`config.mk`:
```
export PLATFORM = sky130hd
export DESIGN_NAME = packbits_row_decoder
export DESIGN_NICKNAME = d
export VERILOG_FILES = /design/src/rtl/pbrd_pkg.sv /design/src/rtl/pbrd_cfg.sv /design/src/rtl/pbrd_core.sv /design/src/rtl/pbrd_outq.sv /design/src/rtl/packbits_row_decoder.sv
export SDC_FILE = /design/constraint.sdc
export NUM_CORES = 1
export LEC_CHECK = 0
export BUFFER_PORTS_ARGS = -buffer_cell sky130_fd_sc_hd__clkbuf_2
export CAP_MARGIN = 20
export CORE_MARGIN = 4
export CORE_UTILIZATION = 56
export DETAILED_ROUTE_END_ITERATION = 10
export GPL_TIMING_DRIVEN = 0
export PLACE_DENSITY_LB_ADDON = 0.1
export RECOVER_POWER = 50
export SLEW_MARGIN = 20
export SYNTH_ARGS = -nofsm -noshare
export SYNTH_HDL_FRONTEND = slang
export SYNTH_SLANG_ARGS = --single-unit
```
`constraint.sdc`:
```
create_clock -name i_clk -period 11.1 [get_ports i_clk]
set_input_delay 0.555 -clock i_clk [delete_from_list [all_inputs] [get_ports i_clk]]
set_output_delay 0.555 -clock i_clk [all_outputs]
set_load 0.01 [all_outputs]
```
`src/rtl/pbrd_pkg.sv`:
```
// Shared constants, types and codes for the PackBits row decoder.
`default_nettype none

package pbrd_pkg;

    localparam int MAX_ROW_BYTES = 16384;

    localparam int BYTE_W  = 8;
    localparam int LEN_W   = 15;
    localparam int UNITS_W = 8;
    localparam int RUN_W   = 9;

    // Configuration register indexes and address width.
    localparam int REG_EXPECTED = 0;
    localparam int REG_PAIR     = 1;
    localparam int ADDR_W       = 3;

    // Decoder phases.
    localparam logic [1:0] PH_CONTROL  = 2'd0;
    localparam logic [1:0] PH_REPEAT_A = 2'd1;
    localparam logic [1:0] PH_REPEAT_B = 2'd2;
    localparam logic [1:0] PH_LITERAL  = 2'd3;

    localparam logic [BYTE_W-1:0] CTRL_REPEAT_BIT = 8'h80;
    localparam logic [RUN_W-1:0]  REPEAT_BASE     = 9'd257;

    // Output queue depth and its count width.
    localparam int QDEPTH = 3;
    localparam int QCNT_W = 2;

    typedef struct packed {
        logic [LEN_W-1:0] expected_bytes;
        logic             pair_mode;
    } t_cfg;

    typedef struct packed {
        logic [BYTE_W-1:0] first_value;
        logic [BYTE_W-1:0] second_value;
        logic [LEN_W-1:0]  run_bytes;
        logic              row_done;
    } t_result;

endpackage

`default_nettype wire

```
`src/rtl/pbrd_cfg.sv`:
```
// Configuration register bank with its APB-style access port.
`default_nettype none

module pbrd_cfg (
    input  wire                          i_clk,
    input  wire                          i_rst_n,
    input  wire                          psel,
    input  wire                          penable,
    input  wire                          pwrite,
    input  wire [pbrd_pkg::ADDR_W-1:0]   paddr,
    input  wire [31:0]                   pwdata,
    output logic [31:0]                  prdata,
    output logic                         pready,
    output pbrd_pkg::t_cfg               o_cfg
);

    logic [pbrd_pkg::LEN_W-1:0] r_expected;
    logic                       r_pair;
    logic                       wr_en;
    logic                       sel_pair;

    // Registers sit on 4-byte boundaries; bit 2 picks the register.
    assign sel_pair = (paddr[2] == 1'(pbrd_pkg::REG_PAIR));
    assign wr_en    = psel && penable && pwrite && pready;
    assign pready   = 1'b1;

    always_ff @(posedge i_clk) begin
        if (!i_rst_n) begin
            r_expected <= '0;
            r_pair     <= 1'b0;
        end else if (wr_en) begin
            if (sel_pair) begin
                r_pair <= pwdata[0];
            end else begin
                r_expected <= pwdata[pbrd_pkg::LEN_W-1:0];
            end
        end
    end

    always_comb begin
        if (sel_pair) begin
            prdata = {31'd0, r_pair};
        end else begin
            prdata = {{(32 - pbrd_pkg::LEN_W){1'b0}}, r_expected};
        end
    end

    assign o_cfg.expected_bytes = r_expected;
    assign o_cfg.pair_mode      = r_pair;

endmodule

`default_nettype wire

```
`src/rtl/pbrd_core.sv`:
```
// PackBits phase tracking, run clipping and row-end fill computation.
`default_nettype none

module pbrd_core (
    input  wire                              i_clk,
    input  wire                              i_rst_n,
    input  pbrd_pkg::t_cfg                   i_cfg,
    input  wire                              i_accept,
    input  wire [pbrd_pkg::BYTE_W-1:0]       i_byte,
    input  wire                              i_last,
    output logic [1:0]                       o_push,
    output pbrd_pkg::t_result                o_res0,
    output pbrd_pkg::t_result                o_res1
);

    logic [1:0]                    r_phase, n_phase;
    logic [pbrd_pkg::UNITS_W-1:0]  r_units, n_units;
    logic [pbrd_pkg::BYTE_W-1:0]   r_held, n_held;
    logic [pbrd_pkg::LEN_W-1:0]    r_produced, n_produced;
    logic                          r_odd, n_odd;

    logic [pbrd_pkg::LEN_W-1:0]    lim;
    logic [pbrd_pkg::LEN_W-1:0]    avail;
    logic                          row_full;
    logic [pbrd_pkg::RUN_W-1:0]    run_n;
    logic [pbrd_pkg::BYTE_W-1:0]   run_a, run_b;
    logic [pbrd_pkg::LEN_W-1:0]    run_n_ext;
    logic [pbrd_pkg::LEN_W-1:0]    take;
    logic [pbrd_pkg::LEN_W-1:0]    fill;
    logic                          emit;
    logic                          flush;
    pbrd_pkg::t_result             run_res, fill_res;

    always_comb begin
        if (i_cfg.expected_bytes > pbrd_pkg::LEN_W'(pbrd_pkg::MAX_ROW_BYTES)) begin
            lim = pbrd_pkg::LEN_W'(pbrd_pkg::MAX_ROW_BYTES);
        end else begin
            lim = i_cfg.expected_bytes;
        end
    end

    assign row_full = (r_produced >= lim);
    assign avail    = row_full ? '0 : (lim - r_produced);

    always_comb begin
        n_phase = r_phase;
        n_units = r_units;
        n_held  = r_held;
        n_odd   = r_odd;
        run_n   = '0;
        run_a   = i_byte;
        run_b   = i_byte;
        flush   = 1'b0;

        if (!row_full) begin
            unique case (r_phase)
                pbrd_pkg::PH_CONTROL: begin
                    if ((i_byte & pbrd_pkg::CTRL_REPEAT_BIT) != '0) begin
                        n_units = pbrd_pkg::UNITS_W'(pbrd_pkg::REPEAT_BASE
                                                     - {1'b0, i_byte});
                        n_phase = pbrd_pkg::PH_REPEAT_A;
                    end else begin
                        n_units = i_byte + 8'd1;
                        n_odd   = 1'b0;
                        n_phase = pbrd_pkg::PH_LITERAL;
                    end
                end
                pbrd_pkg::PH_REPEAT_A: begin
                    if (i_cfg.pair_mode) begin
                        n_held  = i_byte;
                        n_phase = pbrd_pkg::PH_REPEAT_B;
                    end else begin
                        run_n   = {1'b0, r_units};
                        n_units = '0;
                        n_phase = pbrd_pkg::PH_CONTROL;
                    end
                end
                pbrd_pkg::PH_REPEAT_B: begin
                    run_a   = r_held;
                    run_n   = {r_units, 1'b0};
                    n_units = '0;
                    n_phase = pbrd_pkg::PH_CONTROL;
                end
                pbrd_pkg::PH_LITERAL: begin
                    if (r_odd) begin
                        // Second byte of a literal pair completes the pair.
                        run_a   = r_held;
                        run_n   = 9'd2;
                        n_odd   = 1'b0;
                        n_units = r_units - 8'd1;
                    end else if (i_cfg.pair_mode) begin
                        n_held = i_byte;
                        n_odd  = 1'b1;
                    end else begin
                        run_n   = 9'd1;
                        n_units = r_units - 8'd1;
                    end
                    if (n_units == '0 && !n_odd) begin
                        n_phase = pbrd_pkg::PH_CONTROL;
                    end
                end
                default: begin
                    n_phase = pbrd_pkg::PH_CONTROL;
                end
            endcase
        end

        // A half pair held when the row ends goes out as a one-byte run.
        // It can only be the byte just taken, so no other run is pending.
        if (i_last && !row_full && n_phase == pbrd_pkg::PH_LITERAL && n_odd) begin
            flush = 1'b1;
            run_a = n_held;
            run_b = n_held;
            run_n = 9'd1;
        end
    end

    assign run_n_ext = {{(pbrd_pkg::LEN_W - pbrd_pkg::RUN_W){1'b0}}, run_n};
    assign take      = (run_n_ext > avail) ? avail : run_n_ext;
    assign emit      = (take != '0);
    assign fill      = avail - take;

    always_comb begin
        if (i_last) begin
            n_produced = '0;
        end else begin
            n_produced = r_produced + take;
        end
    end

    always_ff @(posedge i_clk) begin
        if (!i_rst_n) begin
            r_phase    <= pbrd_pkg::PH_CONTROL;
            r_units    <= '0;
            r_held     <= '0;
            r_produced <= '0;
            r_odd      <= 1'b0;
        end else if (i_accept) begin
            r_produced <= n_produced;
            if (i_last) begin
                r_phase <= pbrd_pkg::PH_CONTROL;
                r_units <= '0;
                r_held  <= '0;
                r_odd   <= 1'b0;
            end else begin
                r_phase <= n_phase;
                r_units <= n_units;
                r_held  <= n_held;
                r_odd   <= n_odd;
            end
        end
    end

    assign run_res.first_value  = run_a;
    assign run_res.second_value = run_b;
    assign run_res.run_bytes    = take;
    assign run_res.row_done     = 1'b0;

    assign fill_res.first_value  = '0;
    assign fill_res.second_value = '0;
    assign fill_res.run_bytes    = fill;
    assign fill_res.row_done     = 1'b1;

    assign o_res0    = emit ? run_res : fill_res;
    assign o_res1    = fill_res;
    assign o_push[0] = i_accept && (emit || i_last);
    assign o_push[1] = i_accept && emit && i_last;

endmodule

`default_nettype wire

```
`src/rtl/pbrd_outq.sv`:
```
// Three-entry shifting result queue that takes up to two words per cycle.
`default_nettype none

module pbrd_outq (
    input  wire                  i_clk,
    input  wire                  i_rst_n,
    input  wire  [1:0]           i_push,
    input  pbrd_pkg::t_result    i_res0,
    input  pbrd_pkg::t_result    i_res1,
    input  wire                  i_ready,
    output logic                 o_valid,
    output pbrd_pkg::t_result    o_head,
    output logic                 o_space
);

    pbrd_pkg::t_result             r_q [pbrd_pkg::QDEPTH];
    pbrd_pkg::t_result             n_q [pbrd_pkg::QDEPTH];
    logic [pbrd_pkg::QCNT_W-1:0]   r_cnt, n_cnt;
    logic                          pop;
    logic [pbrd_pkg::QCNT_W-1:0]   base;
    logic [pbrd_pkg::QCNT_W-1:0]   pos1;

    assign o_valid = (r_cnt != '0);
    assign o_head  = r_q[0];
    assign pop     = o_valid && i_ready;
    // Room for the two words a single byte can produce.
    assign o_space = (r_cnt <= 2'd1);

    assign base  = r_cnt - {1'b0, pop};
    assign pos1  = base + {1'b0, i_push[0]};
    assign n_cnt = base + {1'b0, i_push[0]} + {1'b0, i_push[1]};

    always_comb begin
        for (int j = 0; j < pbrd_pkg::QDEPTH; j++) begin
            if (pop && j < pbrd_pkg::QDEPTH - 1) begin
                n_q[j] = r_q[j + 1];
            end else begin
                n_q[j] = r_q[j];
            end
            if (i_push[0] && base == pbrd_pkg::QCNT_W'(j)) begin
                n_q[j] = i_res0;
            end
            if (i_push[1] && pos1 == pbrd_pkg::QCNT_W'(j)) begin
                n_q[j] = i_res1;
            end
        end
    end

    always_ff @(posedge i_clk) begin
        if (!i_rst_n) begin
            r_cnt <= '0;
        end else begin
            r_cnt <= n_cnt;
        end
    end

    always_ff @(posedge i_clk) begin
        for (int j = 0; j < pbrd_pkg::QDEPTH; j++) begin
            r_q[j] <= n_q[j];
        end
    end

endmodule

`default_nettype wire

```
`src/rtl/packbits_row_decoder.sv`:
```
// Top level of the PackBits row decoder: register bank, decoder and result queue.
//
// Usage: compressed bytes of one row enter on the s_axis channel, one byte per
// word, with s_axis_tlast on the final byte of the row. Decoded output leaves on
// the m_axis channel as runs: each word names one or two byte values and a run
// length in bytes, and the final word of each row (m_axis_tlast high) carries
// the zero fill that brings the row to the configured length.
// The row length (expected_bytes, address 0) and unit size (pair_mode,
// address 4) are set over the APB port; the user must set them only while no row
// is in progress, as the block itself does not enforce it. Result words are
// registered in the output queue as their bytes are taken. Throughput: one byte
// per cycle while the queue has room. The decoder state update is a single pass
// through the phase logic and a run clip, so only the output queue limits rate:
// a final byte that also closes a run yields two words, and input ready drops while one drains.
// Stall: the three-word result queue keeps taking bytes while a word waits;
// s_axis_tready falls once two or more words are queued.
// Reset: the decoder returns to waiting for a control byte, the configuration
// registers clear to zero and the queue empties.
`default_nettype none

module packbits_row_decoder (
    input  wire                          i_clk,
    input  wire                          i_rst_n,
    // Compressed input.
    input  wire                          s_axis_tvalid,
    output logic                         s_axis_tready,
    input  wire  [7:0]                   s_axis_tdata,  // [7:0] packed_byte
    input  wire                          s_axis_tlast,  // last_packed
    // Decoded runs.
    output logic                         m_axis_tvalid,
    input  wire                          m_axis_tready,
    // [7:0] first_value, [15:8] second_value, [30:16] run_bytes, [31] zero
    output logic [31:0]                  m_axis_tdata,
    output logic                         m_axis_tlast,  // row_done
    // Configuration.
    input  wire                          psel,
    input  wire                          penable,
    input  wire                          pwrite,
    input  wire  [pbrd_pkg::ADDR_W-1:0]  paddr,
    input  wire  [31:0]                  pwdata,
    output logic [31:0]                  prdata,
    output logic                         pready
);

    pbrd_pkg::t_cfg     cfg;
    pbrd_pkg::t_result  res0, res1, head;
    logic [1:0]         push;
    logic               in_accept;
    logic               space;

    pbrd_cfg u_cfg (
        .i_clk   (i_clk),
        .i_rst_n (i_rst_n),
        .psel    (psel),
        .penable (penable),
        .pwrite  (pwrite),
        .paddr   (paddr),
        .pwdata  (pwdata),
        .prdata  (prdata),
        .pready  (pready),
        .o_cfg   (cfg)
    );

    assign s_axis_tready = space;
    assign in_accept     = s_axis_tvalid && space;

    // The decoder works straight off the accepted byte; its results are
    // registered in the queue in the same cycle.
    pbrd_core u_core (
        .i_clk    (i_clk),
        .i_rst_n  (i_rst_n),
        .i_cfg    (cfg),
        .i_accept (in_accept),
        .i_byte   (s_axis_tdata),
        .i_last   (s_axis_tlast),
        .o_push   (push),
        .o_res0   (res0),
        .o_res1   (res1)
    );

    pbrd_outq u_outq (
        .i_clk   (i_clk),
        .i_rst_n (i_rst_n),
        .i_push  (push),
        .i_res0  (res0),
        .i_res1  (res1),
        .i_ready (m_axis_tready),
        .o_valid (m_axis_tvalid),
        .o_head  (head),
        .o_space (space)
    );

    assign m_axis_tdata = {1'b0, head.run_bytes, head.second_value, head.first_value};
    assign m_axis_tlast = head.row_done;

    // Fill words never carry a byte value.
    a_fill_zero: assert property (@(posedge i_clk) disable iff (!i_rst_n)
        (m_axis_tvalid && m_axis_tlast) |-> (m_axis_tdata[15:0] == 16'd0))
        else $error("row fill word carries nonzero values");

    // A clipped run of zero bytes is never reported.
    a_run_nonzero: assert property (@(posedge i_clk) disable iff (!i_rst_n)
        (m_axis_tvalid && !m_axis_tlast) |-> (m_axis_tdata[30:16] != 15'd0))
        else $error("empty run word emitted");

    // The end of a row always leaves at least its fill word queued.
    a_row_end_out: assert property (@(posedge i_clk) disable iff (!i_rst_n)
        (s_axis_tvalid && s_axis_tready && s_axis_tlast) |=> m_axis_tvalid)
        else $error("row end produced no output word");

endmodule

`default_nettype wire

```
==> run summary, run 1 <==
WP data arrival -> 9.71 ns
Async set or reset register ratio after synthesis -> 0%
Clock network fraction of total power -> 28.4%
Latest clock arrival within the worst-skew pair -> 0.43 ns
Placed cell count -> 1677
Nets@finish -> 1549
Combinational Power Share -> 37.3%
Core Area -> 19000 um^2
CP max FO -> 10
Multi-input gate area -> 6540 um^2
CTS buffer count -> 17
Avg Cell Area, Syn -> 8.28 um^2
Die area -> 21800 um^2
Post-Synthesis Cell Area -> 10900 um^2
Port Buffers -> 74
CP Launch Type -> flop
CTS clk-pin slew, worst paths -> 0.07 ns
Fillcell total -> 1710
Num rows -> 50
First-pass GRT wire length -> 47.8 mm
#FFs+latches synth -> 148
Final Wtd Congestion -> 0.925
Number of global-route vias before repair -> 9145
Fin crit share -> 85.8%
Per-cell routed wire length -> 17.3 um
Sequential fraction of design power -> 34.3%
Reg area -> 3410 um^2
Rel. slew slack -> 38.0%
Max VDD drop -> 115 uV
DPL Wire Length -> 22.8 mm
Global Route Usage Sum -> 26.7%
Cts repair resizes -> 0
Sequential-to-total area share from yosys stat -> 31.2%
Sw frac -> 36.1%
Fin cells -> 1709
Drt drc -> 0
Antenna viol nets, final -> 0
YS warnings -> 0
Fmax -> 0.105 GHz
Critical path capture point type -> flop
CP peak stage delay -> 0.71 ns
Data required, critical path -> 11.29 ns
Critical path class -> reg -> reg
Hold Path Depth -> 3
Ys flop type -> dfxtp_1
P_int -> 0.00139 W
Overflow after GRT -> 0
I/O pin total -> 119
WHS Endpoint -> u_cfg.r_expected[12]
P per Cell Area -> 178 nW/um^2
Clock skew -> 0.00779 ns
Final Max Tran Viols -> 0
Slowest-stage cell, CP -> o21ai_0
Flop-to-flop setup slack -> 1.58 ns
Routed wire length -> 29.5 mm
Synth top area share -> 18.9%
Largest net degree at the start of global routing -> 17
CTS tree -> done
Area leader, netlist -> dfxtp_1
Minimum clock period -> 9.52 ns
RSZ-0062 raised after global routing -> no
Clk buf depth -> 2
Post-cts hold buffer count -> 0
Cell leakage power -> 4.71 nW
Min-delay src -> pwdata[12]
Library cells used by synthesis -> 85
H-tree depth -> 4
Clk root buf -> clkbuf_16
Worst-case reg-to-reg path depth -> 34
Starting DRT DRC Count -> 722
Worst r2r src -> u_cfg.r_expected[5]
Vias per inst -> 5.82
Setup violations, final -> 0
Max-cap viol count -> 0
Gate Count Post-Synth -> 1321
Psw -> 0.000786 W
Setup TNS -> 0 ns
HP Class -> in -> reg
R2R Path End -> u_outq.r_q[0][47]
1st-pass router iterations -> 6
Total chip power -> 0.00218 W
Status -> completed
Number of synthesized flops with an enable pin -> 45
Hold Fails Final Rpt -> 0
Area grow syn2layout -> 11.5%
Die W -> 148 um
Share of cells above drive strength 1 -> 11.2%
Top cells by area, synth -> dfxtp_1, edfxtp_1, ha_1, nand2_1, nor2b_1
Routed vias -> 9943
Antenna Cells -> 0
Initial antenna violation count -> 0
Die Y -> 148 um
Most used cell, CP -> clkbuf_1
CTS Sinks -> 148
Starting density of the core -> 57.7%
Post-CTS Setup Inserts -> 0
Slew at the pin with the worst max-slew slack -> 0.923 ns
-- kinds of logic (layout without fill, tap and decap cells) --
logic type / count (synthesis) / count (layout) / synth area share (%)
compound gates: 379 / 379 / 25.6
flops: 148 / 148 / 31.2
other cells: 2 / 24 / 0.0687
buf+inv: 192 / 298 / 9.05
simple gates: 487 / 487 / 22.5
fa+ha+maj: 62 / 62 / 7.30
xor+xnor: 42 / 42 / 3.36
mux: 9 / 9 / 0.904
-- how the worst max path moves through the flow --
stage,start,slack [ns],cells after the start,to
finish,u_cfg.r_expected[5],1.58,34,u_outq.r_q[0][47]
global route,u_cfg.r_expected[5],0.90,34,u_outq.r_q[0][47]
CTS,u_cfg.r_expected[14],1.98,34,u_outq.r_q[0][47]
detailed placement,u_cfg.r_expected[14],2.01,34,u_outq.r_q[0][47]
global placement,u_cfg.r_expected[9],2.01,35,u_outq.r_q[0][15]
floorplan,u_cfg.r_expected[9],3.75,34,u_outq.r_q[0][15]
-- cell usage after synthesis (8+ instances only) --
cell type,instances
a22oi_1,37
a32o_1,9
a21o_1,18
edfxtp_1,45
buf_4,56
nand4_1,10
o22ai_1,18
dfxtp_1,103
nor2_1,55
a21oi_1,71
clkbuf_1,56
a21boi_0,19
a211oi_1,24
o21ai_1,10
or4_1,8
and2_1,17
o21a_1,11
nand3_1,37
o21ai_0,47
buf_2,11
a221oi_1,8
inv_1,56
ha_1,59
nor2b_1,68
xnor2_1,27
a22o_1,9
nand2_1,164
or3_1,12
o221ai_1,8
and3_1,35
xor2_1,15
a211oi_2,16
nand2b_1,23
nor3_1,29
-- layout make-up --
cell class | instances | share of cell area [%]
Multi-Input combinational cell | 1003 | 53.6
Sequential cell | 148 | 28.0
Buffer | 133 | 6.18
Clock buffer | 18 | 3.60
Tap cell | 260 | 2.67
Timing Repair Buffer | 74 | 2.53
Inverter | 59 | 1.82
Clock inverter | 14 | 1.56
-- cells in the final DEF, fill, tap and decap left out, drive strengths merged, types with 40 or more instances in the layout --
master	Yosys	layout
nor2b	68	68
a211oi	40	40
inv	57	64
nand2	165	165
nor2	57	57
ha	59	59
buf	77	71
clkbuf	56	154
dfxtp	103	103
o21ai	58	58
a21oi	76	76
edfxtp	45	45
-- worst max-delay path: cells and delay by family (launching register included) --
kind | cells | cell delay [ns]
simple gates | 9 | 2.01
fa+ha+maj | 4 | 1.16
flops | 1 | 0.34
buf+inv | 4 | 1.75
compound gates | 17 | 4.04
-- power by group through the flow --
stage | clock [W] | sequential, W | combinational (W)
after detailed placement | 0 | 0.000758 | 0.000832
after global placement | 0 | 0.000752 | 0.000818
final | 0.000617 | 0.000747 | 0.000812
after global routing | 0.000647 | 0.000760 | 0.000892
after CTS | 0.000620 | 0.000747 | 0.000836
after floorplan | 0 | 0.000745 | 0.000628
-- sequential cells by signal, summed over array words and instances, names as in the netlist --
register / count
u_core.r_phase: 2
u_core.r_units: 8
u_cfg.r_pair: 1
u_outq.r_cnt: 2
u_core.r_held: 8
u_core.r_odd: 1
u_cfg.r_expected: 15
u_core.r_produced: 15
u_outq.r_q: 96
-- stage by stage --
step	setup WS [ns]	utilization, %	area (um^2)	hold slack (ns)
finish	1.58	64.3	12200	0.347
global route	0.901	64.3	12200	0.347
CTS	1.98	65.1	12300	0.342
detailed placement	2.01	61.8	11700	0.462
global placement	2.01	61.8	11700	0.459
floorplan	3.75	-	11000	0.440
-- routing by layer --
metal,vias up,part of all wire [%],track usage [%]
met2,396,46,43.1
met3,56,6.0,3.62
met4,0,2.2,8.15
met1,4530,46,37.4
li1,4961,-,-
met5,-,0,0
(Power assumes the default switching activity.)
==> inputs of run 2 (changes only) <==
--- a/config.mk
+++ b/config.mk
@@ -7,13 +7,15 @@
 export LEC_CHECK = 0
 export BUFFER_PORTS_ARGS = -buffer_cell sky130_fd_sc_hd__clkbuf_2
 export CAP_MARGIN = 20
+export CELL_PAD_IN_SITES_DETAIL_PLACEMENT = 0
+export CELL_PAD_IN_SITES_GLOBAL_PLACEMENT = 1
 export CORE_MARGIN = 4
-export CORE_UTILIZATION = 56
+export CORE_UTILIZATION = 49
 export DETAILED_ROUTE_END_ITERATION = 10
 export GPL_TIMING_DRIVEN = 0
 export PLACE_DENSITY_LB_ADDON = 0.1
 export RECOVER_POWER = 50
-export SLEW_MARGIN = 20
+export SLEW_MARGIN = 30
 export SYNTH_ARGS = -nofsm -noshare
 export SYNTH_HDL_FRONTEND = slang
 export SYNTH_SLANG_ARGS = --single-unit
==> run summary, run 2 (synthesized netlist as in run 1, its figures left out) <==
Status -> completed (unchanged)
WP data arrival -> 9.75 ns (was 9.71 ns)
GR Util met2 -> 39.6% (was 43.1%)
Flop-to-flop setup slack -> 1.42 ns (was 1.58 ns)
I/O pin total -> 119 (unchanged)
GRT Max-Usage Layer -> met2 (unchanged)
Grt met1 use -> 34.2% (was 37.4%)
Share of cells above drive strength 1 -> 11.1% (was 11.2%)
Area grow syn2layout -> 11.6% (was 11.5%)
Die area -> 24800 um^2 (was 21800 um^2)
Antenna viol nets, final -> 0 (unchanged)
Critical path class -> reg -> reg (unchanged)
Commonest non-fill, non-tap cell in the layout -> nand2_1 (unchanged)
Post-cts hold buffer count -> 0 (unchanged)
Per-cell routed wire length -> 17.6 um (was 17.3 um)
Clock skew -> 0.00956 ns (was 0.00779 ns)
Total chip power -> 0.00218 W (about the same)
Starting density of the core -> 50.0% (was 57.7%)
Clk buf depth -> 2 (unchanged)
Worst-case reg-to-reg path depth -> 31 (was 34)
Die Y -> 157 um (was 148 um)
Overflow after GRT -> 0 (unchanged)
Clk root buf -> clkbuf_16 (unchanged)
Critical path capture point type -> flop (unchanged)
CP max FO -> 15 (was 10)
Slowest-stage cell, CP -> a21oi_1 (was o21ai_0)
Cell leakage power -> 4.70 nW (was 4.71 nW)
Biggest regs -> u_outq.r_q x96, u_cfg.r_expected x15, u_core.r_produced x15 (unchanged)
Largest register FFs -> 96 (unchanged)
Rel. slew slack -> 31.9% (was 38.0%)
CTS Sinks -> 148 (unchanged)
Most used cell, CP -> clkbuf_1 (unchanged)
First-pass GRT wire length -> 48.3 mm (was 47.8 mm)
Number of global-route vias before repair -> 9022 (was 9145)
Final Max Tran Viols -> 0 (unchanged)
Largest net degree at the start of global routing -> 17 (unchanged)
Slew at the pin with the worst max-slew slack -> 1.01 ns (was 0.923 ns)
Cts repair resizes -> 0 (unchanged)
Fillcell total -> 2147 (was 1710)
Data required, critical path -> 11.16 ns (was 11.29 ns)
Starting DRT DRC Count -> 698 (was 722)
Routed vias -> 9765 (was 9943)
Drt drc -> 0 (unchanged)
H-tree depth -> 4 (unchanged)
Min-delay src -> pwdata[13] (was pwdata[12])
Hold Path Depth -> 3 (unchanged)
Final core utilization -> 55.8% (was 64.3%)
CP peak stage delay -> 0.73 ns (was 0.71 ns)
WHS Endpoint -> u_cfg.r_expected[13] (was u_cfg.r_expected[12])
RSZ-0062 raised after global routing -> no (unchanged)
DPL Wire Length -> 23.7 mm (was 22.8 mm)
Die W -> 157 um (was 148 um)
Most frequent cells in the layout -> nand2_1, clkbuf_1, dfxtp_1, a21oi_1, nor2b_1 (unchanged)
Port Buffers -> 74 (unchanged)
HP Class -> in -> reg (unchanged)
CTS clk-pin slew, worst paths -> 0.07 ns (about the same)
1st-pass router iterations -> 8 (was 6)
Max-cap viol count -> 0 (unchanged)
Hold Fails Final Rpt -> 0 (unchanged)
CTS buffer count -> 17 (unchanged)
Core Area -> 21900 um^2 (was 19000 um^2)
Nets@finish -> 1549 (unchanged)
Worst r2r src -> u_cfg.r_expected[9] (was u_cfg.r_expected[5])
Global Route Usage Sum -> 24.3% (was 26.7%)
Setup violations, final -> 0 (unchanged)
P per Cell Area -> 179 nW/um^2 (was 178 nW/um^2)
Post-CTS Setup Inserts -> 0 (unchanged)
Largest register by flop count -> u_outq.r_q (unchanged)
Met3 usage -> 3.19% (was 3.62%)
Antenna Cells -> 0 (unchanged)
R2R Path End -> u_outq.r_q[0][40] (was u_outq.r_q[0][47])
CP Launch Type -> flop (unchanged)
Initial antenna violation count -> 0 (unchanged)
CTS tree -> done (unchanged)
Max VDD drop -> 91.9 uV (was 115 uV)
Minimum clock period -> 9.68 ns (was 9.52 ns)
Fin crit share -> 87.2% (was 85.8%)
Final Wtd Congestion -> 0.890 (was 0.925)
Num rows -> 54 (was 50)
Vias per inst -> 5.65 (was 5.82)
Routed wire length -> 30.4 mm (was 29.5 mm)
Latest clock arrival within the worst-skew pair -> 0.43 ns (about the same)
Fmax -> 0.103 GHz (was 0.105 GHz)
Setup TNS -> 0 ns (unchanged)
run 2: critical path, delay by kind of cell, from the launching register on:
| kind | cells | cell delay [ns] |
|---|---|---|
| AO/OA/AOI/OAI | 8 | 2.24 |
| XOR/XNOR | 2 | 0.46 |
| adder cells (fa/ha/maj) | 3 | 0.80 |
| buffers and inverters | 4 | 2.01 |
| flip-flops | 1 | 0.34 |
| AND/OR/NAND/NOR | 14 | 3.44 |
run 2: final cells by class:
| class | count | area [um^2] | area share (%) |
|---|---|---|---|
| Buffer | 133 | 752 | 6.16 |
| Sequential cell | 148 | 3410 | 28.0 |
| Tap cell | 280 | 350 | 2.87 |
| Clock buffer | 18 | 439 | 3.60 |
| Timing Repair Buffer | 74 | 309 | 2.53 |
| Multi-Input combinational cell | 1003 | 6540 | 53.5 |
| Clock inverter | 14 | 188 | 1.54 |
| Inverter | 59 | 221 | 1.81 |
run 2: per-layer routing:
layer  share of wire (%)  up-vias
met5                   0        -
met4                 1.6        0
met3                 4.6       41
met2                  46      273
met1                  48     4493
li1                    -     4958
run 2: worst max-delay path by stage:
| stage | startpoint | end | slack, ns | depth (start not counted) |
|---|---|---|---|---|
| after floorplan | u_cfg.r_expected[9] | u_outq.r_q[0][15] | 3.75 | 34 |
| after global placement | u_cfg.r_expected[9] | u_outq.r_q[0][8] | 1.77 | 34 |
| after detailed placement | u_cfg.r_expected[9] | u_outq.r_q[0][47] | 1.76 | 35 |
| after CTS | u_cfg.r_expected[9] | u_outq.r_q[0][47] | 1.75 | 35 |
| after global routing | u_cfg.r_expected[9] | u_outq.r_q[0][47] | 0.68 | 34 |
| final | u_cfg.r_expected[9] | u_outq.r_q[0][40] | 1.42 | 31 |
run 2: power breakdown:
part,leakage (nW),internal [W],switching [W],total (W)
Clock,0.308,0.000350,0.000272,0.000623
Combinational,3.12,0.000342,0.000471,0.000813
Sequential,1.27,0.000697,0.0000485,0.000746
Total,4.70,0.00139,0.000792,0.00218
run 2: metrics by stage:
stage	area, um^2	setup WS [ns]	hold WS [ns]	cells
floorplan	11000	3.75	0.440	1343
global placement	11700	1.77	0.461	1697
detailed placement	11700	1.76	0.461	1697
CTS	12400	1.75	0.338	1729
global route	12200	0.679	0.345	1729
finish	12200	1.42	0.353	1729
